===== src/sv/x86eu_pkg.sv =====
// Shared types and codes for the 16-bit x86 execute unit.
package x86eu_pkg;

  // Operation kinds
  localparam logic [2:0] KIND_MOV  = 3'd0;
  localparam logic [2:0] KIND_ADD  = 3'd1;
  localparam logic [2:0] KIND_SUB  = 3'd2;
  localparam logic [2:0] KIND_CMP  = 3'd3;
  localparam logic [2:0] KIND_JUMP = 3'd4;

  // Jump and loop forms
  localparam logic [4:0] COND_JE     = 5'd0;
  localparam logic [4:0] COND_JNE    = 5'd1;
  localparam logic [4:0] COND_JL     = 5'd2;
  localparam logic [4:0] COND_JNL    = 5'd3;
  localparam logic [4:0] COND_JLE    = 5'd4;
  localparam logic [4:0] COND_JNLE   = 5'd5;
  localparam logic [4:0] COND_JB     = 5'd6;
  localparam logic [4:0] COND_JNB    = 5'd7;
  localparam logic [4:0] COND_JBE    = 5'd8;
  localparam logic [4:0] COND_JNBE   = 5'd9;
  localparam logic [4:0] COND_JP     = 5'd10;
  localparam logic [4:0] COND_JNP    = 5'd11;
  localparam logic [4:0] COND_JO     = 5'd12;
  localparam logic [4:0] COND_JNO    = 5'd13;
  localparam logic [4:0] COND_JS     = 5'd14;
  localparam logic [4:0] COND_JNS    = 5'd15;
  localparam logic [4:0] COND_LOOP   = 5'd16;
  localparam logic [4:0] COND_LOOPZ  = 5'd17;
  localparam logic [4:0] COND_LOOPNZ = 5'd18;
  localparam logic [4:0] COND_JCXZ   = 5'd19;

  // Operand parts
  localparam logic [1:0] PART_WORD = 2'd0;
  localparam logic [1:0] PART_LOW  = 2'd1;
  localparam logic [1:0] PART_HIGH = 2'd2;

  // Register file
  localparam int          REG_COUNT = 8;
  localparam logic [2:0]  REG_CX    = 3'd1;

  // Flag bit positions
  localparam int FLAG_CF = 0;
  localparam int FLAG_PF = 2;
  localparam int FLAG_AF = 4;
  localparam int FLAG_ZF = 6;
  localparam int FLAG_SF = 7;
  localparam int FLAG_OF = 11;
  localparam logic [11:0] FLAG_ARITH_MASK = 12'h8d5;

  typedef struct packed {
    logic [2:0]         kind;
    logic [4:0]         condition;
    logic [2:0]         dest_reg;
    logic [1:0]         dest_part;
    logic               src_is_immediate;
    logic [2:0]         src_reg;
    logic [1:0]         src_part;
    logic [15:0]        immediate;
    logic signed [15:0] displacement;
    logic [2:0]         length;
  } instr_t;

  typedef struct packed {
    logic [15:0] dest_after;
    logic [11:0] flags_after;
    logic [15:0] ip_after;
    logic        jump_taken;
  } result_t;

endpackage


===== src/sv/x86_16_execute_unit_core.sv =====
// Execute unit for decoded 16-bit x86 mov/add/sub/cmp and conditional jumps.
//
//   channel   dir   handshake                   payload
//   instr     in    instr_valid / instr_stall   x86eu_pkg::instr_t
//   result    out   result_valid / result_stall x86eu_pkg::result_t
//
// One instruction per cycle sustained while results are not stalled. The taking
// edge registers the transaction and reads the register file; the execute edge
// updates flags, IP and the write-back and registers the result.
// Reset clears registers (through per-entry valid bits), flags, IP and all
// valid state. A stalled result holds the execute stage; the input register
// still takes a transaction while the execute stage is empty.
module x86_16_execute_unit_core (
  input  logic                clk,
  input  logic                rst,
  input  logic                instr_valid,
  output logic                instr_stall,
  input  x86eu_pkg::instr_t   instr,
  output logic                result_valid,
  input  logic                result_stall,
  output x86eu_pkg::result_t  result
);

  // Input stage
  logic               s1_valid;
  x86eu_pkg::instr_t  s1;
  logic               s1_fwd_d;
  logic               s1_fwd_s;
  logic               s1_dval;
  logic               s1_sval;
  logic [15:0]        s1_fwd_data;

  // Architectural state
  logic [x86eu_pkg::REG_COUNT-1:0] vld;
  logic [11:0]                     flags;
  logic [15:0]                     ip;
  logic [15:0]                     cx;

  // Handshake and write port
  logic        advance;
  logic        exec;
  logic        load;
  logic        wr_en;
  logic [2:0]  wr_addr;
  logic [15:0] wr_data;
  logic [15:0] ram_d;
  logic [15:0] ram_s;

  // Execute datapath
  logic [15:0] d_word;
  logic [15:0] s_word;
  logic        byte_op;
  logic [15:0] mask;
  logic [15:0] d_op;
  logic [15:0] s_op;
  logic [16:0] sum;
  logic [16:0] diff;
  logic        is_add;
  logic [15:0] r;
  logic        carry;
  logic        d_sign;
  logic        s_sign;
  logic        r_sign;
  logic        ovf;
  logic [11:0] flags_arith;
  logic [15:0] ip_len;
  logic [15:0] ip_next;
  logic [15:0] cx_dec;
  logic        is_loop;
  logic [15:0] cx_eff;
  logic        taken;
  logic [11:0] flags_next;
  x86eu_pkg::result_t res_next;

  function automatic logic [15:0] part_read(input logic [15:0] v, input logic [1:0] part);
    logic [15:0] o;
    begin
      if (part == x86eu_pkg::PART_LOW) begin
        o = {8'h00, v[7:0]};
      end else if (part == x86eu_pkg::PART_HIGH) begin
        o = {8'h00, v[15:8]};
      end else begin
        o = v;
      end
      return o;
    end
  endfunction

  function automatic logic [15:0] part_write(input logic [15:0] old, input logic [15:0] val,
                                             input logic [1:0] part);
    logic [15:0] o;
    begin
      if (part == x86eu_pkg::PART_LOW) begin
        o = {old[15:8], val[7:0]};
      end else if (part == x86eu_pkg::PART_HIGH) begin
        o = {val[7:0], old[7:0]};
      end else begin
        o = val;
      end
      return o;
    end
  endfunction

  // Handshake control
  assign advance     = !result_valid || !result_stall;
  assign exec        = s1_valid && advance;
  assign instr_stall = s1_valid && !advance;
  assign load        = instr_valid && !instr_stall;

  x86eu_ram #(
    .WIDTH (16),
    .DEPTH (x86eu_pkg::REG_COUNT)
  ) u_regs (
    .clk     (clk),
    .we      (wr_en),
    .waddr   (wr_addr),
    .wdata   (wr_data),
    .re      (load),
    .raddr_a (instr.dest_reg),
    .raddr_b (instr.src_reg),
    .rdata_a (ram_d),
    .rdata_b (ram_s)
  );

  // Capture the transaction, forwarding the write made in the same cycle
  always_ff @(posedge clk) begin
    if (rst) begin
      s1_valid <= 1'b0;
    end else if (load) begin
      s1_valid <= 1'b1;
    end else if (advance) begin
      s1_valid <= 1'b0;
    end
    if (load) begin
      s1          <= instr;
      s1_fwd_d    <= wr_en && (wr_addr == instr.dest_reg);
      s1_fwd_s    <= wr_en && (wr_addr == instr.src_reg);
      s1_dval     <= vld[instr.dest_reg];
      s1_sval     <= vld[instr.src_reg];
      s1_fwd_data <= wr_data;
    end
  end

  // Resolve operands: forwarded data, then stored data, else reset value
  always_comb begin
    d_word = s1_fwd_d ? s1_fwd_data : (s1_dval ? ram_d : 16'h0000);
    s_word = s1_fwd_s ? s1_fwd_data : (s1_sval ? ram_s : 16'h0000);
  end

  // Arithmetic and flags at operand size
  always_comb begin
    byte_op = (s1.dest_part == x86eu_pkg::PART_LOW) || (s1.dest_part == x86eu_pkg::PART_HIGH);
    mask    = byte_op ? 16'h00ff : 16'hffff;
    d_op    = part_read(d_word, s1.dest_part) & mask;
    s_op    = (s1.src_is_immediate ? s1.immediate : part_read(s_word, s1.src_part)) & mask;
    sum     = {1'b0, d_op} + {1'b0, s_op};
    diff    = {1'b0, d_op} - {1'b0, s_op};
    is_add  = (s1.kind == x86eu_pkg::KIND_ADD);
    r       = (is_add ? sum[15:0] : diff[15:0]) & mask;
    if (is_add) begin
      carry = byte_op ? sum[8] : sum[16];
    end else begin
      carry = diff[16];
    end
    d_sign = byte_op ? d_op[7] : d_op[15];
    s_sign = byte_op ? s_op[7] : s_op[15];
    r_sign = byte_op ? r[7] : r[15];
    ovf    = is_add ? ((d_sign == s_sign) && (d_sign != r_sign))
                    : ((d_sign != s_sign) && (d_sign != r_sign));
    flags_arith = flags & ~x86eu_pkg::FLAG_ARITH_MASK;
    flags_arith[x86eu_pkg::FLAG_CF] = carry;
    flags_arith[x86eu_pkg::FLAG_PF] = ~^r[7:0];
    flags_arith[x86eu_pkg::FLAG_AF] = d_op[4] ^ s_op[4] ^ r[4];
    flags_arith[x86eu_pkg::FLAG_ZF] = (r == 16'h0000);
    flags_arith[x86eu_pkg::FLAG_SF] = r_sign;
    flags_arith[x86eu_pkg::FLAG_OF] = ovf;
  end

  // Branch condition; loop forms see CX after the decrement
  always_comb begin
    ip_len  = ip + {13'b0, s1.length};
    cx_dec  = cx - 16'h0001;
    is_loop = (s1.condition == x86eu_pkg::COND_LOOP) ||
              (s1.condition == x86eu_pkg::COND_LOOPZ) ||
              (s1.condition == x86eu_pkg::COND_LOOPNZ);
    cx_eff  = is_loop ? cx_dec : cx;
    unique case (s1.condition)
      x86eu_pkg::COND_JE:     taken = flags[x86eu_pkg::FLAG_ZF];
      x86eu_pkg::COND_JNE:    taken = !flags[x86eu_pkg::FLAG_ZF];
      x86eu_pkg::COND_JL:     taken = flags[x86eu_pkg::FLAG_SF] != flags[x86eu_pkg::FLAG_OF];
      x86eu_pkg::COND_JNL:    taken = flags[x86eu_pkg::FLAG_SF] == flags[x86eu_pkg::FLAG_OF];
      x86eu_pkg::COND_JLE:    taken = flags[x86eu_pkg::FLAG_ZF] ||
                                      (flags[x86eu_pkg::FLAG_SF] != flags[x86eu_pkg::FLAG_OF]);
      x86eu_pkg::COND_JNLE:   taken = !(flags[x86eu_pkg::FLAG_ZF] ||
                                      (flags[x86eu_pkg::FLAG_SF] != flags[x86eu_pkg::FLAG_OF]));
      x86eu_pkg::COND_JB:     taken = flags[x86eu_pkg::FLAG_CF];
      x86eu_pkg::COND_JNB:    taken = !flags[x86eu_pkg::FLAG_CF];
      x86eu_pkg::COND_JBE:    taken = flags[x86eu_pkg::FLAG_CF] || flags[x86eu_pkg::FLAG_ZF];
      x86eu_pkg::COND_JNBE:   taken = !(flags[x86eu_pkg::FLAG_CF] || flags[x86eu_pkg::FLAG_ZF]);
      x86eu_pkg::COND_JP:     taken = flags[x86eu_pkg::FLAG_PF];
      x86eu_pkg::COND_JNP:    taken = !flags[x86eu_pkg::FLAG_PF];
      x86eu_pkg::COND_JO:     taken = flags[x86eu_pkg::FLAG_OF];
      x86eu_pkg::COND_JNO:    taken = !flags[x86eu_pkg::FLAG_OF];
      x86eu_pkg::COND_JS:     taken = flags[x86eu_pkg::FLAG_SF];
      x86eu_pkg::COND_JNS:    taken = !flags[x86eu_pkg::FLAG_SF];
      x86eu_pkg::COND_LOOP:   taken = (cx_eff != 16'h0000);
      x86eu_pkg::COND_LOOPZ:  taken = (cx_eff != 16'h0000) && flags[x86eu_pkg::FLAG_ZF];
      x86eu_pkg::COND_LOOPNZ: taken = (cx_eff != 16'h0000) && !flags[x86eu_pkg::FLAG_ZF];
      x86eu_pkg::COND_JCXZ:   taken = (cx_eff == 16'h0000);
      default:                taken = 1'b0;
    endcase
  end

  // Select write-back, new flags and result
  always_comb begin
    wr_en      = 1'b0;
    wr_addr    = s1.dest_reg;
    wr_data    = part_write(d_word, r, s1.dest_part);
    flags_next = flags;
    ip_next    = ip_len;
    res_next.jump_taken = 1'b0;
    res_next.dest_after = d_word;
    unique case (s1.kind) inside
      x86eu_pkg::KIND_MOV: begin
        wr_en   = exec;
        wr_data = part_write(d_word, s_op, s1.dest_part);
        res_next.dest_after = wr_data;
      end
      x86eu_pkg::KIND_ADD, x86eu_pkg::KIND_SUB: begin
        wr_en      = exec;
        flags_next = flags_arith;
        res_next.dest_after = wr_data;
      end
      x86eu_pkg::KIND_CMP: begin
        flags_next = flags_arith;
      end
      x86eu_pkg::KIND_JUMP: begin
        wr_en   = exec && is_loop;
        wr_addr = x86eu_pkg::REG_CX;
        wr_data = cx_dec;
        ip_next = taken ? (ip_len + s1.displacement) : ip_len;
        res_next.jump_taken = taken;
        res_next.dest_after = ip_next;
      end
      default: begin
        ip_next = ip_len;
      end
    endcase
    res_next.flags_after = flags_next;
    res_next.ip_after    = ip_next;
  end

  // Commit state on execute
  always_ff @(posedge clk) begin
    if (rst) begin
      vld   <= '0;
      flags <= '0;
      ip    <= '0;
      cx    <= '0;
    end else if (exec) begin
      flags <= flags_next;
      ip    <= ip_next;
      if (wr_en) begin
        vld[wr_addr] <= 1'b1;
        if (wr_addr == x86eu_pkg::REG_CX) begin
          cx <= wr_data;
        end
      end
    end
  end

  // Result register
  always_ff @(posedge clk) begin
    if (rst) begin
      result_valid <= 1'b0;
    end else if (advance) begin
      result_valid <= exec;
    end
    if (exec) begin
      result <= res_next;
    end
  end

  // Stall only ever holds a waiting instruction
  a_stall_holds_item: assert property (@(posedge clk) disable iff (rst)
    instr_stall |-> s1_valid)
    else $error("stall raised with no instruction held");

  // A held instruction stays until it executes
  a_held_stays: assert property (@(posedge clk) disable iff (rst)
    (s1_valid && !advance) |=> s1_valid)
    else $error("held instruction lost");

  // Execution always produces a result
  a_exec_result: assert property (@(posedge clk) disable iff (rst)
    exec |=> result_valid)
    else $error("executed instruction gave no result");

  // CX copy tracks writes to register one
  a_cx_tracks: assert property (@(posedge clk) disable iff (rst)
    (wr_en && (wr_addr == x86eu_pkg::REG_CX)) |=> (cx == $past(wr_data)))
    else $error("CX copy out of step with register file");

  // Only jump kinds report a taken jump
  a_taken_kind: assert property (@(posedge clk) disable iff (rst)
    (exec && res_next.jump_taken) |-> (s1.kind == x86eu_pkg::KIND_JUMP))
    else $error("jump taken on a non-jump instruction");

endmodule


===== src/sv/x86eu_ram.sv =====
// Generic RAM: one write port, two registered read ports.
module x86eu_ram #(
  parameter int WIDTH = 16,
  parameter int DEPTH = 8
) (
  input  logic                     clk,
  input  logic                     we,
  input  logic [$clog2(DEPTH)-1:0] waddr,
  input  logic [WIDTH-1:0]         wdata,
  input  logic                     re,
  input  logic [$clog2(DEPTH)-1:0] raddr_a,
  input  logic [$clog2(DEPTH)-1:0] raddr_b,
  output logic [WIDTH-1:0]         rdata_a,
  output logic [WIDTH-1:0]         rdata_b
);

  logic [WIDTH-1:0] mem [DEPTH];

  // Write port
  always_ff @(posedge clk) begin
    if (we) begin
      mem[waddr] <= wdata;
    end
  end

  // Registered reads return the contents before a same-cycle write
  always_ff @(posedge clk) begin
    if (re) begin
      rdata_a <= mem[raddr_a];
      rdata_b <= mem[raddr_b];
    end
  end

endmodule

===== config.mk =====
export PLATFORM = sky130hd
export DESIGN_NAME = x86_16_execute_unit_core
export DESIGN_NICKNAME = d
export VERILOG_FILES = /design/src/sv/x86eu_pkg.sv /design/src/sv/x86_16_execute_unit_core.sv /design/src/sv/x86eu_ram.sv
export SDC_FILE = /design/constraint.sdc
export NUM_CORES = 1
export LEC_CHECK = 0
export BUFFER_PORTS_ARGS = -buffer_cell sky130_fd_sc_hd__buf_2
export CORE_MARGIN = 1
export CORE_UTILIZATION = 36
export CTS_CLUSTER_DIAMETER = 80
export DETAILED_ROUTE_END_ITERATION = 10
export HOLD_SLACK_MARGIN = 0.02
export PLACE_DENSITY = 0.55
export SKIP_CTS_REPAIR_TIMING = 1
export SYNTH_ARGS = -nofsm -noshare
export SYNTH_HDL_FRONTEND = slang
export SYNTH_SLANG_ARGS = --single-unit

===== constraint.sdc =====
create_clock -name clk -period 6.6 [get_ports clk]
set_input_delay 0.66 -clock clk [delete_from_list [all_inputs] [get_ports clk]]
set_output_delay 0.66 -clock clk [all_outputs]
set_load 0.02 [all_outputs]

Word-level counts from Yosys, hierarchy flattened
Memories as Yosys holds them, arrays and structs flattened. A register that Yosys moved wholly into a read port is not among the register bits.
Index checks and enable logic that the tools add are counted.
Cells by class
  add/sub/neg operators: 5
  magnitude comparators: 4
  equality and inequality tests: 35
  multiplexer cells: 40
  bitwise logic cells: 6
  reduce and logical (&&, ||, !) cells: 40
Operator list (count)
  2-to-1 mux 16 bit: 18
  AND 16 bit: 3
  case mux 16 bit (3 select lines): 1
  equality test 5 x 4 -> 1 bit (second input constant): 8
  zero test 16 bit: 2
  case mux 16 bit (2 select lines): 1
  equality test 5 x 3 -> 1 bit (second input constant): 4
  equality test 5 bit (second input constant): 4
  case mux 1 bit (20 select lines): 1
  adder 16 x 16 -> 17 bit: 1
  subtractor 16 x 16 -> 17 bit: 1
  adder 16 bit: 1
  adder 16 x 3 -> 16 bit: 1
  nonzero test 16 bit: 1
  subtractor 16 x 1 -> 16 bit (second input constant): 1
  2-to-1 mux 1 bit: 13
  < comparator 3 x 4 -> 1 bit (second input constant): 3
  2-to-1 mux 12 bit: 1
  logical AND 1 bit: 11
  zero test 1 bit: 11
  equality test 5 x 2 -> 1 bit (second input constant): 2
  OR 8 bit: 1
  XNOR reduction 8 bit: 1
  binary-select mux 1 bit (select 3 bit): 2
  22 further kinds: 37
Storage, ports and cells
  flip-flop bits (word level): 170
  bits in writable memories: 128
  input bits: 58
  output and inout port bits: 47
  word-level logic and storage cells: 155
  memories kept: 1
Memories
  u_regs.mem: depth 8, width 16, rd ports 2, clocked after memory_dff 2, write ports 1, RTL line x86eu_ram.sv:17  | logic [WIDTH-1:0] mem [DEPTH];

Logic depth before layout (Yosys ltp)
Gate-level depths: netlist (run 1).
  word-level depth: 14
  depth in mapped cells: 24
  mapped depth without buffers: 21

Modules after synthesis
A second synthesis (run 1) with hierarchy kept.
Unflattened totals
  cell total of the unflattened synthesis: 1591
  area total of the unflattened synthesis: 18549.0 um^2
Modules (own cells, without submodules)
  x86_16_execute_unit_core: times used 1, cells an instance 1304, area each 11543.6 um^2, sequential area each 4264.1 um^2
  x86eu_ram: times used 1, cells an instance 287, area each 7005.5 um^2, sequential area each 4804.6 um^2

Worst setup path before layout (run 1)
No wires, ideal clock.
  kind: input port to flip-flop
  from: input port result_stall
  to: register s1[0] (netlist bit) (enable)
  setup time: 576 ps
  arrival time: 5475 ps
  required time: 6024 ps
  setup slack: 549 ps
  stages: 2
  path buffers: 0
  path through: and3_1 > nor2b_1
On the way
  word-level cells in the longest chain between the ends: 6
Ends and longest elaborated chain
  start, declared: RTL line x86_16_execute_unit_core.sv:20  | input logic result_stall,
  zero test 1 bit: RTL line x86_16_execute_unit_core.sv:105  | assign advance = !result_valid || !result_stall;
  logical OR 1 bit: RTL line x86_16_execute_unit_core.sv:105
  zero test 1 bit: RTL line x86_16_execute_unit_core.sv:107  | assign instr_stall = s1_valid && !advance;
  logical AND 1 bit: RTL line x86_16_execute_unit_core.sv:107
  zero test 1 bit: RTL line x86_16_execute_unit_core.sv:108  | assign load = instr_valid && !instr_stall;
  logical AND 1 bit: RTL line x86_16_execute_unit_core.sv:108
  via load: RTL line x86_16_execute_unit_core.sv:42  | logic load;
  end signal, assigned: RTL line x86_16_execute_unit_core.sv:135  | s1 <= instr;
  end, declared: RTL line x86_16_execute_unit_core.sv:26  | x86eu_pkg::instr_t s1;
The timed path passes the listed nets, and every way through them passes these cells.
A chain may end at the register's enable or synchronous reset.

Final worst setup path (run 1)
  from: register s1_fwd_s
  to: memory u_regs.mem[4][10] (data pin)
On the way
  word-level cells in the longest chain between the ends: 11
  elaborated cells on any way between the ends: 14
  classes of those cells: 2 x add/sub; 10 x mux; 2 x bitwise
Ends and longest elaborated chain
  start, declared: RTL line x86_16_execute_unit_core.sv:28  | logic s1_fwd_s;
  start signal, assigned: RTL line x86_16_execute_unit_core.sv:137  | s1_fwd_s <= wr_en && (wr_addr == instr.src_reg);
  2-to-1 mux 16 bit (*): RTL line x86_16_execute_unit_core.sv:147  | s_word = s1_fwd_s ? s1_fwd_data : (s1_sval ? ram_s : 16'h0000);
  2-to-1 mux 16 bit: RTL line x86_16_execute_unit_core.sv:80  | end else if (part == x86eu_pkg::PART_HIGH) begin
  2-to-1 mux 16 bit (*): RTL line x86_16_execute_unit_core.sv:78  | if (part == x86eu_pkg::PART_LOW) begin
  2-to-1 mux 16 bit (*): RTL line x86_16_execute_unit_core.sv:155  | s_op = (s1.src_is_immediate ? s1.immediate : part_read(s_word, s1.src_part)) & mask;
  AND 16 bit (*): RTL line x86_16_execute_unit_core.sv:155
  subtractor 16 x 16 -> 17 bit or adder 16 x 16 -> 17 bit (tied branches): RTL line x86_16_execute_unit_core.sv:157, x86_16_execute_unit_core.sv:156
  2-to-1 mux 16 bit: RTL line x86_16_execute_unit_core.sv:159  | r = (is_add ? sum[15:0] : diff[15:0]) & mask;
  AND 16 bit: RTL line x86_16_execute_unit_core.sv:159
  2-to-1 mux 16 bit: RTL line x86_16_execute_unit_core.sv:95  | end else if (part == x86eu_pkg::PART_HIGH) begin
  2-to-1 mux 16 bit: RTL line x86_16_execute_unit_core.sv:93  | if (part == x86eu_pkg::PART_LOW) begin
  case mux 16 bit (2 select lines) (*): RTL line x86_16_execute_unit_core.sv:223  | unique case (s1.kind) inside
  via u_regs.wdata[10]: RTL line x86eu_ram.sv:9  | input logic [WIDTH-1:0] wdata,
  end, declared: RTL line x86eu_ram.sv:17
The timed path passes the listed nets; every way through them passes the cells marked *.

==> results of run 1 <==
-- state kept, by name (all words and copies together), names as in the netlist, 6 cells and up --
register / flops
u_regs.mem: 128
s1: 51
result: 39
cx: 16
ip: 16
s1_fwd_data: 16
u_regs.rdata_a: 16
u_regs.rdata_b: 16
vld: 8
flags: 6
-- routing by layer --
layer,up-vias,track usage (%)
met5,-,0
met4,0,7.55
met3,88,2.97
met2,464,34.6
met1,6572,27.2
li1,6080,-
-- layout make-up --
| class | instances | share of cell area (%) |
|---|---|---|
| clock buffers | 52 | 5.10 |
| clock inverters | 16 | 0.946 |
| inverters | 71 | 1.30 |
| multi-input cells | 1066 | 40.5 |
| flip-flops and latches | 318 | 44.2 |
| well taps | 664 | 4.05 |
| repair buffers | 138 | 3.86 |
-- worst max-delay path, cell delays in order, from the launching register on --
cell and delay (ns):
edfxtp_1 0.63, nor2b_1 0.85, a22oi_1 0.19, a211oi_1 0.30, a21oi_1 0.11, inv_1 0.14
ha_1 0.18, inv_1 0.06, fa_1 0.43, nand2b_1 0.21, a2111oi_0 0.70, a2111oi_0 0.16
o221ai_1 0.26, xnor2_1 0.16, a311oi_1 0.33, o32ai_1 0.16, nor2_1 0.25, inv_1 0.21
-- report_power, final --
group / internal (W) / switching [W] / leakage, nW / total, W
Clock: 0.00124 / 0.000830 / 0.598 / 0.00207
Combinational: 0.000413 / 0.000743 / 4.18 / 0.00116
Sequential: 0.00235 / 0.0000628 / 2.93 / 0.00241
-- how the worst min path moves through the flow --
stage | from | end | cells past startpoint
after detailed placement | flags[4] | flags[4] | 2
after CTS | instr[40] | s1[40] | 1
after global routing | instr[29] | s1[29] | 1
after global placement | flags[4] | flags[4] | 2
final | instr[40] | s1[40] | 1
after floorplan | flags[4] | flags[4] | 2
-- metrics by stage --
stage / worst slack (ns) / util [%] / area (um^2)
finish: 0.956 / 41.7 / 20500
global route: 0.549 / 41.7 / 20500
CTS: 1.12 / 41.7 / 20500
detailed placement: 1.16 / 39.2 / 19300
global placement: 1.25 / 39.2 / 19300
floorplan: 0.549 / - / 18000
-- placed cells by master (no fill, tap or decap), types with 8 or more instances in the layout --
master	n
edfxtp_1	270
nor2_1	138
nand2_1	100
buf_2	98
a21oi_1	83
o21ai_0	77
mux4_2	68
inv_1	67
ha_1	58
dfxtp_1	48
buf_4	40
xnor2_1	39
mux2_2	39
clkbuf_16	39
nor3_1	31
a22oi_1	30
mux2i_1	29
a211oi_1	25
xor2_1	23
a21o_1	20
nand2b_1	19
nand3_1	18
o211ai_1	17
a31oi_1	16
o21a_1	14
and3_1	14
nor2b_1	13
or3_1	12
a221oi_1	12
clkbuf_1	11
nor3b_1	10
o22ai_1	10
and2_1	10
o31ai_1	9
o21bai_1	8
-- logic make-up after synthesis --
| kind of cell | Yosys count | share of synthesized area [%] |
|---|---|---|
| XOR/XNOR | 62 | 3.02 |
| other | 1 | 0.0208 |
| adder cells (fa/ha/maj) | 62 | 4.48 |
| AO/OA/AOI/OAI | 391 | 14.6 |
| multiplexers | 141 | 12.9 |
| flip-flops | 318 | 50.4 |
| buffers and inverters | 165 | 3.74 |
| AND/OR/NAND/NOR | 404 | 10.8 |
==> results.md, run 1 <==
* Initial antenna violation count at 0
* Die X at 226 um
* Yosys cell types at 85
* Highest Signal Layer: met4
* CP endpoint kind: register
* Detailed Routing Iterations Pass 1 at 7
* Post-Place Cells at 2257
* Routed WL at 52500 um
* Vias after detailed routing at 13200
* Syn Inst Count at 1544
* Share of cells above drive strength 1 at 20.1%
* H-Tree Depth at 2
* GRT overflow at 0
* Synth async-reset ratio at 0%
* Synth Register Bits at 318
* Initial cell density of the core at 36.6%
* Reg-to-reg startpoint: s1_fwd_s
* Fmax at 177 MHz
* Hold Slack at 0.278 ns
* Synthesized cell area at 18000 um^2
* CTS sink cnt at 318
* Post-synth top cells: edfxtp_1, nor2_1, nand2_1
* Post-synth EDFFs at 270
* RSZ-0062 raised after global routing: no
* IO Port Bufs at 98
* # fillers at 4640
* Ys Warns at 0
* Worst Path Required at 6.86 ns
* # diodes at 0
* Largest area contributor in the netlist: edfxtp_1
* Nets at 1754
* Syn_area_per_cell at 11.7 um^2
* Vias in the first global route at 12900
* Count of pins over their slew limit at 0
* Worst Skew at 0.0184 ns
* Area delta synth->final at 13.9%
* Startpoint type of the worst setup path: register
* DRT met1 WL at 22600 um
* DR vias/cell at 5.68
* Die height at 226 um
* Skew-Pair Late Insertion Delay at 0.56 ns
* Pwr/cell area at 275 nW/um^2
* Reg-to-reg endpoint: u_regs.mem[4][10]
* Crit path arrival time at 5.90 ns
* Worst-case reg-to-reg path depth at 17
* Worst-path fanout max at 19
* Reg2reg setup slack at 0.96 ns
* Post-DP HPWL at 37200 um
* Clock slew seen by the registers of the worst setup and hold paths at 0.05 ns
* Static Leak at 7.70 nW
* Area taken by multi-input logic gates at 8300 um^2
* DRT iter0 DRCs at 1152
* Worst-margin pin slew at 1.24 ns
* Synth area leaders: edfxtp_1, mux4_2, dfxtp_1
* Total power at 0.00563 W
* Period utilization at 85.5%
* HP Class: primary input to register
* Share of the synthesized area in the top cell type at 45.0%
* VDD IR max at 0.000140 V
* Largest net degree at the start of global routing at 55
* Slew HR at 16.2%
* GPL Wtd Cong at 0.944
* CTS Buf Count at 39
* GRT Total Usage at 20.7%
* Critical path capture point: u_regs.mem[4][10]
* Die Footprint at 50900 um^2
* Most frequent cell after synthesis: edfxtp_1
* Ports at 105
* Cell row count at 81
* Met2 WL post-DR at 25400 um
* Non-Filler Instances at 2325
* CTS tree: yes
* Seq/Total Area, Yosys at 50.4%
* First-pass GRT wire length at 78500 um
* MaxCap Viol Count at 0
* Setup TNS at 0 ns
* Status: completed
* WL met3 at 2890 um
* CTS Buffer Depth at 3
* Fin. Hold Viols at 0
* Critical path class: register to register
* Root Buffer: clkbuf_16
* ANT nets after route at 0
* Residual DRC at 0
* Core area at 49200 um^2
* Period minus WS final at 5.64 ns
* Critical path origin: s1_fwd_s
* Ys flop type: edfxtp_1
* Register area at 9070 um^2
* Final setup violating endpoints at 0
* Wire per inst at 22.6 um
No activity file was read; power rests on OpenSTA's default activity.
==> inputs of run 2 (changes only) <==
--- a/config.mk
+++ b/config.mk
@@ -11,6 +11,7 @@
 export CTS_CLUSTER_DIAMETER = 80
 export DETAILED_ROUTE_END_ITERATION = 10
 export HOLD_SLACK_MARGIN = 0.02
+export MAX_ROUTING_LAYER = met4
 export PLACE_DENSITY = 0.55
 export SKIP_CTS_REPAIR_TIMING = 1
 export SYNTH_ARGS = -nofsm -noshare
==> run 2 against run 1 <==
Net effect:
- count of clock-buffer cells in the layout down 5
- cell area up 0.57%
- via count down 0.67%
- largest cell class unchanged
- utilization up 0.24 points
- first-iteration DRC count up 0.43%
- largest power group unchanged
==> results.md, run 2 (same netlist as run 1, synthesis figures left out) <==
* Status: completed
* CTS Buffer Depth at 3
* Ports at 105
* First-pass GRT wire length at 79800 um
* Largest net degree at the start of global routing at 71
* Detailed Routing Iterations Pass 1 at 5
* Hold EP: s1[10]
* H-Tree Depth at 2
* MaxCap Viol Count at 0
* Pint at 0.00414 W
* HP Class: primary input to register
* Reg2reg setup slack at 0.89 ns
* Final setup violating endpoints at 0
* Critical path class: register to register
* Slew HR at 28.2%
* Worst Path Required at 6.82 ns
* IO Port Bufs at 98
* Combinational power share at 19.8%
* VDD IR max at 0.000148 V
* GRT Total Usage at 21.7%
* Die height at 226 um
* GRT overflow at 0
* Clock slew seen by the registers of the worst setup and hold paths at 0.05 ns
* GPL Wtd Cong at 0.964
* Reg-to-reg endpoint: s1_fwd_data[14]
* RSZ-0062 raised after global routing: no
* Initial antenna violation count at 0
* Fin. Hold Viols at 0
* Pwr/cell area at 281 nW/um^2
* Count of pins over their slew limit at 0
* Routed WL at 53400 um
* Period utilization at 86.6%
* Worst-case reg-to-reg path depth at 18
* Cell row count at 81
* DRT iter0 DRCs at 1157
* CTS sink cnt at 318
* Critical path's largest stage delay at 0.89 ns
* Nets at 1756
* Setup TNS at 0 ns
* DR vias/cell at 5.62
* Crit path arrival time at 5.93 ns
* Sw frac at 28.6%
* Total power at 0.00579 W
* Area taken by multi-input logic gates at 8300 um^2
* Hold wc startpoint: instr[10]
* Period minus WS final at 5.71 ns
* Die Footprint at 50900 um^2
* Largest reg by FF count: u_regs.mem
* Largest register FFs at 128
* Post-DP HPWL at 37800 um
* Register area at 9070 um^2
* Startpoint type of the worst setup path: register
* Die X at 226 um
* Wire per inst at 22.9 um
* Initial cell density of the core at 36.6%
* CTS Buf Count at 39
* Worst Skew at 0.0144 ns
* Largest regs: u_regs.mem x128, s1 x51, result x39
* Residual DRC at 0
* Psw at 0.00166 W
* CP endpoint kind: register
* Fmax at 175 MHz
* # fillers at 4609
* Area delta synth->final at 14.5%
* Leading cell type in the layout, fill and taps excluded: edfxtp_1
* Worst-path cell chain: nor2b_1 > a22oi_1 > a211oi_1 > a21oi_1 > inv_1 > ha_1 > inv_1 > fa_1 > nand2b_1 > a2111oi_0 > a211oi_1 > a22o_1 > o31ai_1 > xnor2_1 > a22oi_1 > a21oi_1 > buf_4 > nand2_1
* Share of cells above drive strength 1 at 20.5%
* Vias after detailed routing at 13100
* ANT nets after route at 0
* CP max-delay cell: nor2b_1
* Reg-to-reg startpoint: s1_fwd_s
* Root Buffer: clkbuf_16
* Skew-Pair Late Insertion Delay at 0.56 ns
* Clk pwr share at 38.6%
* Worst-path fanout max at 19
* Most frequent cells in the layout: edfxtp_1, nor2_1, nand2_1, buf_2, a21oi_1
* Core area at 49200 um^2
* Static Leak at 7.77 nW
* Vias in the first global route at 12900
* Sequential power share at 41.6%
* Worst Hold Path Cells at 1
* CTS tree: yes
* Worst-margin pin slew at 1.08 ns
## run 2: cell types whose count changed in the layout (fill, tap and decap cells not counted), moves of 2 or more
cell        previous run  this run
buf_4                 40        42
bufinv_16              3         7
clkbuf_1              11         7
clkinv_1               3         5
clkinv_2               4         7
clkinv_8               2         0
clkinvlp_4             2         0
inv_6                  0         4
## run 2: per-layer routing
metal | GRT usage (%) | vias up | wire [um]
met5 | - | - | 0
met1 | 27.6 | 6515 | 22600
li1 | - | 6076 | -
met4 | 7.42 | 0 | 1650
met2 | 35.6 | 435 | 26100
met3 | 3.14 | 89 | 3110
## run 2: final cells by class
type                            count  area share [%]
Sequential cell                   318            44.0
Timing Repair Buffer              140            3.91
Multi-Input combinational cell   1066            40.3
Inverter                           71            1.29
Clock inverter                     25            1.56
Clock buffer                       47            4.93
Antenna cell                        1          0.0121
Tap cell                          664            4.03
## run 2: worst max path at each step
stage	slack, ns	startpoint	depth (start not counted)	end
2_1_floorplan	0.55	result_stall	2	s1[0]
3_3_place_gp	1.23	s1_fwd_s	18	u_regs.mem[6][14]
3_5_place_dp	1.03	s1_fwd_s	18	u_regs.mem[4][14]
4_1_cts	0.98	s1_fwd_s	18	s1_fwd_data[14]
5_1_grt	0.39	s1_fwd_s	18	s1_fwd_data[14]
6_report	0.89	s1_fwd_s	18	s1_fwd_data[14]
## run 2: power by group through the flow
stage,clock network [W],registers (W),logic (W)
floorplan,0,0.00244,0.000743
global placement,0,0.00245,0.00113
detailed placement,0,0.00245,0.00114
CTS,0.00229,0.00241,0.00114
global route,0.00237,0.00242,0.00125
finish,0.00223,0.00241,0.00115
## run 2: critical path: cells and delay by family (launching register included)
kind | cells | cell delay (ns)
compound gates | 9 | 2.27
xor+xnor | 1 | 0.17
fa+ha+maj | 2 | 0.65
buf+inv | 3 | 0.37
flops | 1 | 0.63
simple gates | 3 | 1.30
## run 2: stage by stage
stage                     worst slack (ns)  hold WS (ns)  cell area, um^2  utilization (%)  cells
final                                0.886         0.277            20600             41.9   2332
after CTS                            0.984         0.237            20600             41.9   2331
after global placement                1.23         0.446            19300             39.2   2259
after detailed placement              1.03         0.452            19300             39.2   2259
after floorplan                      0.549         0.437            18000                -   1549
after global routing                 0.388         0.249            20600             41.9   2331
==> inputs of run 3 (changes only) <==
--- a/config.mk
+++ b/config.mk
@@ -7,12 +7,12 @@
 export LEC_CHECK = 0
 export BUFFER_PORTS_ARGS = -buffer_cell sky130_fd_sc_hd__buf_2
 export CORE_MARGIN = 1
-export CORE_UTILIZATION = 36
+export CORE_UTILIZATION = 35
 export CTS_CLUSTER_DIAMETER = 80
 export DETAILED_ROUTE_END_ITERATION = 10
 export HOLD_SLACK_MARGIN = 0.02
 export MAX_ROUTING_LAYER = met4
-export PLACE_DENSITY = 0.55
+export PLACE_DENSITY = 0.54
 export SKIP_CTS_REPAIR_TIMING = 1
 export SYNTH_ARGS = -nofsm -noshare
 export SYNTH_HDL_FRONTEND = slang
==> run 3 against run 2 <==
Net effect:
- critical endpoint is now u_regs.mem[7][15]
- sequential cell count unchanged
- largest power group unchanged
- cell area down 0.37%
- combinational power barely moved
- non-clock buffer count fell by 1
- highest routed layer unchanged
==> results.md, run 3 (same netlist as run 1, synthesis figures left out) <==
* Status: completed
* Reg-to-reg endpoint: u_regs.mem[7][15]
* CTS Buf Count at 39
* Worst-path cell chain: nor2b_1 > a22oi_1 > a211oi_1 > a21oi_1 > inv_1 > ha_1 > nor2_1 > o311a_1 > o31ai_1 > a21oi_1 > xnor2_1 > inv_1 > o22ai_1 > a21oi_1 > mux2i_1
* Routed WL at 53300 um
* Crit path arrival time at 5.87 ns
* Worst-margin pin slew at 1.13 ns
* Startpoint type of the worst setup path: register
* Cell row count at 82
* Largest regs: u_regs.mem x128, s1 x51, result x39
* GRT Total Usage at 20.7%
* Hold wc startpoint: instr[10]
* Setup TNS at 0 ns
* Nets at 1755
* Vias in the first global route at 12800
* CTS tree: yes
* Fin util at 40.7%
* Static Leak at 7.73 nW
* Die height at 229 um
* Worst Path Required at 6.83 ns
* Worst-case reg-to-reg path depth at 15
* Busiest grt layer: met2
* Vias after detailed routing at 13100
* Slew HR at 24.9%
* HP Class: primary input to register
* Family with the most delay on the worst path: compound AO/OA/AOI/OAI gates
* Worst-path fanout max at 19
* GPL Wtd Cong at 0.957
* M2 GR Usage at 33.9%
* Reg-to-reg startpoint: s1_fwd_s
* Met1 Resource Use GR at 25.9%
* Worst Skew at 0.0281 ns
* Skew-Pair Late Insertion Delay at 0.56 ns
* DRT iter0 DRCs at 998
* MaxCap Viol Count at 0
* First-pass GRT wire length at 79300 um
* ANT nets after route at 0
* Die X at 229 um
* Reg2reg setup slack at 0.96 ns
* Area delta synth->final at 14.1%
* Residual DRC at 0
* Post-DP HPWL at 37400 um
* Critical path's largest stage delay at 0.84 ns
* Detailed Routing Iterations Pass 1 at 5
* Initial cell density of the core at 35.7%
* CP max-delay cell: nor2b_1
* Buffers & Inverters on Critical Path at 2
* CTS Buffer Depth at 3
* Ports at 105
* Met3 Resource Use GR at 3.01%
* Largest register FFs at 128
* Hold EP: s1[10]
* Largest reg by FF count: u_regs.mem
* Placed cell areas at 19300 um^2
* Leading cell type in the layout, fill and taps excluded: edfxtp_1
* Area taken by multi-input logic gates at 8300 um^2
* Period utilization at 85.4%
* Worst Hold Path Cells at 1
* Share of cells above drive strength 1 at 20.4%
* Wire per inst at 22.8 um
* Initial antenna violation count at 0
* IO Port Bufs at 98
* GRT overflow at 0
* Final Cell Area at 20500 um^2
* # fillers at 4836
* Root Buffer: clkbuf_16
* Final setup violating endpoints at 0
* RSZ-0062 raised after global routing: no
* Core area at 50500 um^2
* Fmax at 177 MHz
* Period minus WS final at 5.64 ns
* Critical path class: register to register
* Fin. Hold Viols at 0
* Crit-path most repeated cell: a21oi_1
* Count of pins over their slew limit at 0
* CTS sink cnt at 318
* DR vias/cell at 5.60
* Pwr/cell area at 275 nW/um^2
* Register area at 9070 um^2
* VDD IR max at 0.000153 V
* Clock slew seen by the registers of the worst setup and hold paths at 0.06 ns
* Die Footprint at 52300 um^2
* Most frequent cells in the layout: edfxtp_1, nor2_1, nand2_1, buf_2, a21oi_1
* Largest net degree at the start of global routing at 80
* CP endpoint kind: register
* H-Tree Depth at 2
run 3: power by group:
group	leakage, nW	switching [W]	internal [W]	total, W
clock	0.622	0.000852	0.00125	0.00210
sequential	2.93	0.0000629	0.00235	0.00241
combinational	4.18	0.000739	0.000411	0.00115
total	7.73	0.00165	0.00400	0.00566
run 3: per-stage QoR:
stage	total power [W]	hold WS [ns]	worst slack, ns	std cells
6_report	0.00566	0.273	0.964	2338
3_3_place_gp	0.00358	0.452	1.18	2265
5_1_grt	0.00589	0.249	0.429	2337
4_1_cts	0.00569	0.244	1.07	2336
3_5_place_dp	0.00359	0.459	1.11	2265
2_1_floorplan	0.00319	0.437	0.549	1549
run 3: worst max-delay path by stage:
stage	end	depth (start not counted)	startpoint
after detailed placement	u_regs.mem[1][12]	16	s1_fwd_s
after CTS	s1_fwd_data[12]	16	s1_fwd_s
after global routing	u_regs.mem[5][14]	17	s1_fwd_s
final	u_regs.mem[7][15]	15	s1_fwd_s
after global placement	u_regs.mem[4][12]	16	s1_fwd_s
after floorplan	s1[0]	2	result_stall
run 3: cell type report:
type,count,area share [%]
clock inverter,23,1.06
antenna,1,0.0122
multi-input combinational,1066,40.4
sequential,318,44.2
clock buffer,48,5.07
tap,672,4.09
inverter,71,1.30
timing repair buffer,139,3.89
run 3: per-layer routing:
layer,vias to the layer above,wire length (um)
met5,-,0
met4,0,2030
met3,119,2910
met2,429,25700
met1,6438,22600
li1,6097,-
